==> config.mk <==
export PLATFORM = sky130hd
export DESIGN_NAME = salp_way_unit
export DESIGN_NICKNAME = d
export VERILOG_FILES = /design/src/sv/assert_macros.svh /design/src/sv/salp_pkg.sv /design/src/sv/salp_way_unit.sv
export SDC_FILE = /design/constraint.sdc
export NUM_CORES = 1
export LEC_CHECK = 0
export BUFFER_PORTS_ARGS = -buffer_cell sky130_fd_sc_hd__clkbuf_2
export CORE_AREA = 3 3 137 139
export DETAILED_ROUTE_END_ITERATION = 8
export DIE_AREA = 0 0 140 142
export SYNTH_ARGS = -nofsm -noshare
export SYNTH_HDL_FRONTEND = slang
export SYNTH_SLANG_ARGS = --single-unit
==> constraint.sdc <==
create_clock -name vclk -period 10.1
set_clock_uncertainty 0.05 [all_clocks]
set_input_delay 1.515 -clock vclk [all_inputs]
set_output_delay 1.515 -clock vclk [all_outputs]
set_load 0.01 [all_outputs]
==> src/sv/assert_macros.svh <==
// Assertion macros shared by the cache tag store RTL.
`ifndef ASSERT_MACROS_SVH
`define ASSERT_MACROS_SVH

// Property checked at every rising clock edge, switched off while reset is high.
`define SALP_ASSERT(label, prop, msg) \
   label: assert property (@(posedge clock) disable iff (reset) prop) else $error(msg);

// Implication checked at every rising clock edge, switched off while reset is high.
`define SALP_ASSERT_IMP(label, ante, cons, msg) \
   label: assert property (@(posedge clock) disable iff (reset) (ante) |-> (cons)) else $error(msg);

`endif

==> src/sv/salp_pkg.sv <==
// Package with the types and constants of the cache tag store.
package salp_pkg;

   localparam int MAX_SETS = 256;
   localparam int MAX_WAYS = 8;
   localparam int SET_W    = $clog2(MAX_SETS);
   localparam int WAY_W    = 3;
   localparam int LINES    = MAX_SETS * MAX_WAYS;
   localparam int LINE_AW  = $clog2(LINES);

   // Register indexes on the configuration port.
   localparam logic [1:0] REG_SET_BITS   = 2'd0;
   localparam logic [1:0] REG_BLOCK_BITS = 2'd1;
   localparam logic [1:0] REG_WAYS       = 2'd2;
   localparam logic [1:0] REG_LRU_MODE   = 2'd3;

   // Access kinds.
   localparam logic OP_READ  = 1'b0;
   localparam logic OP_WRITE = 1'b1;

   typedef struct packed {
      logic        opcode;
      logic [31:0] address;
   } req_type;

   typedef struct packed {
      logic             hit;
      logic [WAY_W-1:0] way_used;
      logic             write_back;
      logic [31:0]      victim_block_address;
   } rsp_type;

   // One way of one set as held in the line memory.
   typedef struct packed {
      logic        valid;
      logic        dirty;
      logic [31:0] tag;
      logic [31:0] blk;
      logic [31:0] age;
      logic [31:0] use_count;
   } line_type;

   // What the way unit reports for the way under evaluation.
   typedef struct packed {
      line_type aged;
      logic     match;
      logic     invalid;
      logic     take;
   } eval_type;

   typedef enum logic [2:0] {
      S_CLEAR,
      S_IDLE,
      S_READ,
      S_EVAL,
      S_FINAL
   } state_type;

endpackage

==> src/sv/salp_way_unit.sv <==
// Shared way unit: ages one way, compares its tag and ranks it as a victim.
module salp_way_unit (
   input  salp_pkg::line_type line_i,
   input  logic [31:0]        tag_i,
   input  logic               first_i,
   input  logic               lru_mode_i,
   input  logic [31:0]        best_age_i,
   input  logic [31:0]        best_use_i,
   output salp_pkg::eval_type eval_o
);
   import salp_pkg::*;

   logic [31:0] aged_age;

   // Valid ways age by one, saturating.
   always_comb begin
      aged_age = line_i.age;
      if (line_i.valid && (line_i.age != '1)) begin
         aged_age = line_i.age + 32'd1;
      end
   end

   // Tag compare, free way detection and victim ranking against the best so far.
   always_comb begin
      eval_o          = '0;
      eval_o.aged     = line_i;
      eval_o.aged.age = aged_age;
      eval_o.match    = line_i.valid && (line_i.tag == tag_i);
      eval_o.invalid  = !line_i.valid;
      if (first_i) begin
         eval_o.take = 1'b1;
      end else if (lru_mode_i) begin
         eval_o.take = best_age_i < aged_age;
      end else if (best_use_i == line_i.use_count) begin
         eval_o.take = best_age_i < aged_age;
      end else begin
         eval_o.take = best_use_i > line_i.use_count;
      end
   end

endmodule

==> impl_metrics.yaml <==
setup_path:
  critPathKind: "in2out"
  critPathLaunchType: "input pin"
  required_ns: 8.54
  endpoint_kind: "primary output"
  worstPathArrival_ns: 5.44
  cp_max_fo: 9
yosys:
  synthTopCellsByCount: "buf_4 (98), ha_1 (64), xnor2_1 (56)"
  synthMostInstantiatedCell: "buf_4"
  syn_area_sq_um: 3550
  synth_top_area_share_pct: 22.5
  syn_nets: 765
  ys_seq_area_share_pct: 0
  yosysTopAreaCell: "ha_1"
  synthCells: 473
  syn_area_per_cell_sq_um: 7.51
  ys.warnings.count: 0
  synthTopCellsByArea: "ha_1 (23%), buf_4 (21%), xnor2_1 (14%), xor2_1 (7.1%), nand4_1 (5.5%)"
  synth_cell_types: 42
global_route:
  grt-ovfl-total: 0
  first_global_vias: 3873
  grt_pass1_wl_um: 21300
  grt_start_max_net_pins: 10
  antenna_found_initial: 1
  grt_util_all_layers_pct: 13.6
clock_network:
  cts_setup_buffers: 0
  holdBufCountCts: 0
  post_cts_resized: 0
drt:
  post-route-drc-count: 0
  ant_nets: 0
  wl_um: 14700
  vias: 3939
  drt_iter0_drc: 64
  vias_per_cell: 4.38
  first_pass_iters: 4
  drt-wirelength-per-cell_um: 16.4
sta:
  worstMarginPinSlew_ns: 0.675
  finalCriticalPeriod_ns: 7.01
  fmax_mhz: 143
  slew_headroom_pct: 54.4
  whs_ns: 2.98
  slew_violations: 0
  finalSetupViolations: 0
  setup_tns_ns: 0
  hold_viol: 0
  rsz0062_at_grt: "no"
  fin_crit_sh_pct: 69.4
floorplan:
  die-area_sq_um: 19900
  io_pins: 361
  die_x_um: 140
  die_h_um: 142
  num_rows: 49
  start_util_pct: 20.0
  core_sq_um: 17800
layout:
  syn_to_final_growth_pct: 29.0
  nets: 964
  nFlopsAndLatches: 0
  clock_buffers: 0
  fillers: 1991
  seq_area_sq_um: 0
  drive_gt1_share_pct: 46.0
worst_hold_path:
  hp-class: "in2out"
placed_design:
  numPortBuffers: 295
  place_congestion: 0.902
  dp_hpwl_um: 14200
outcome:
  status: "finished, final reports clean"
job:
  maxCapViolCount: 0
power_and_ir_drop:
  vdd.ir_drop.worst_mv: 0.0178
  total_leakage_power_nw: 2.51
  p_per_area_nw_per_um2: 38.7
worst paths after layout:
check | to | cells past startpoint | start | slack [ns]
worst max-delay path | eval_o[0] | 15 | line_i[49] | 3.09
worst min-delay path | eval_o[91] | 0 | line_i[88] | 2.98
final cells by class:
class,instances,area [sq um],area share [%]
multi-input combinational,329,2650,57.7
antenna,1,2.50,0.0546
timing repair buffer,295,1480,32.2
inverter,46,173,3.77
tap,229,287,6.25
through the flow:
stage	util, %	cells	total power, W	cell area (sq um)	worst slack (ns)
floorplan	-	473	0.000114	3550	3.95
global placement	25.8	899	0.000180	4580	3.18
detailed placement	25.8	899	0.000181	4580	3.07
CTS	25.8	899	0.000182	4580	3.04
global route	25.8	900	0.000199	4580	2.76
finish	25.8	900	0.000178	4580	3.09
report_power, final:
group	internal, W	total [W]	switching, W
Combinational	0.0000838	0.000178	0.0000937
Sequential	0	0	0
Clock	0.0000000000132	0.0000000000132	0
layer usage:
metal / routed length [um] / global-route usage [%] / up-vias
met1: 5640 / 15.7 / 1741
met4: 150 / 1.22 / 0
li1: - / - / 1960
met2: 7840 / 27.7 / 228
met5: 0 / 0 / -
met3: 1110 / 1.61 / 10
cell usage in the layout (no fill, tap or decap), drive strengths merged, types with 4 or more instances in the layout:
master / Yosys / layout
clkbuf: 0 / 295
ha: 64 / 64
xnor2: 56 / 56
inv: 46 / 46
nand4: 32 / 32
nor2: 30 / 30
xor2: 29 / 29
nand2: 15 / 15
nand3: 13 / 13
a21oi: 12 / 12
o21ai: 10 / 10
a21o: 9 / 9
nor4: 7 / 7
nor3: 6 / 6
and4: 5 / 5
a211oi: 5 / 5
o211ai: 4 / 4
or4: 4 / 4
critical path, stage by stage:
cell,delay (ns)
clkbuf_2,0.14
nand4_1,0.33
or4_1,0.73
o21ai_4,0.30
nor4_1,0.15
and3_1,0.24
xnor2_1,0.14
ha_1,0.29
nand2_1,0.09
or3_1,0.38
nor4_1,0.46
nand2_1,0.14
a211oi_1,0.20
o31ai_1,0.13
clkbuf_2,0.20
cells by family (layout without fill, tap and decap cells):
family                   after synthesis  in the layout  share of synthesized area (%)
adder cells (fa/ha/maj)               64             64                           22.5
buffers and inverters                144            341                           25.6
multiplexers                           1              1                          0.317
XOR/XNOR                              85             85                           21.0
AND/OR/NAND/NOR                      124            124                           19.6
AO/OA/AOI/OAI                         55             55                           11.0
other                                  0              1                              0
No activity file was read; power rests on OpenSTA's default activity.
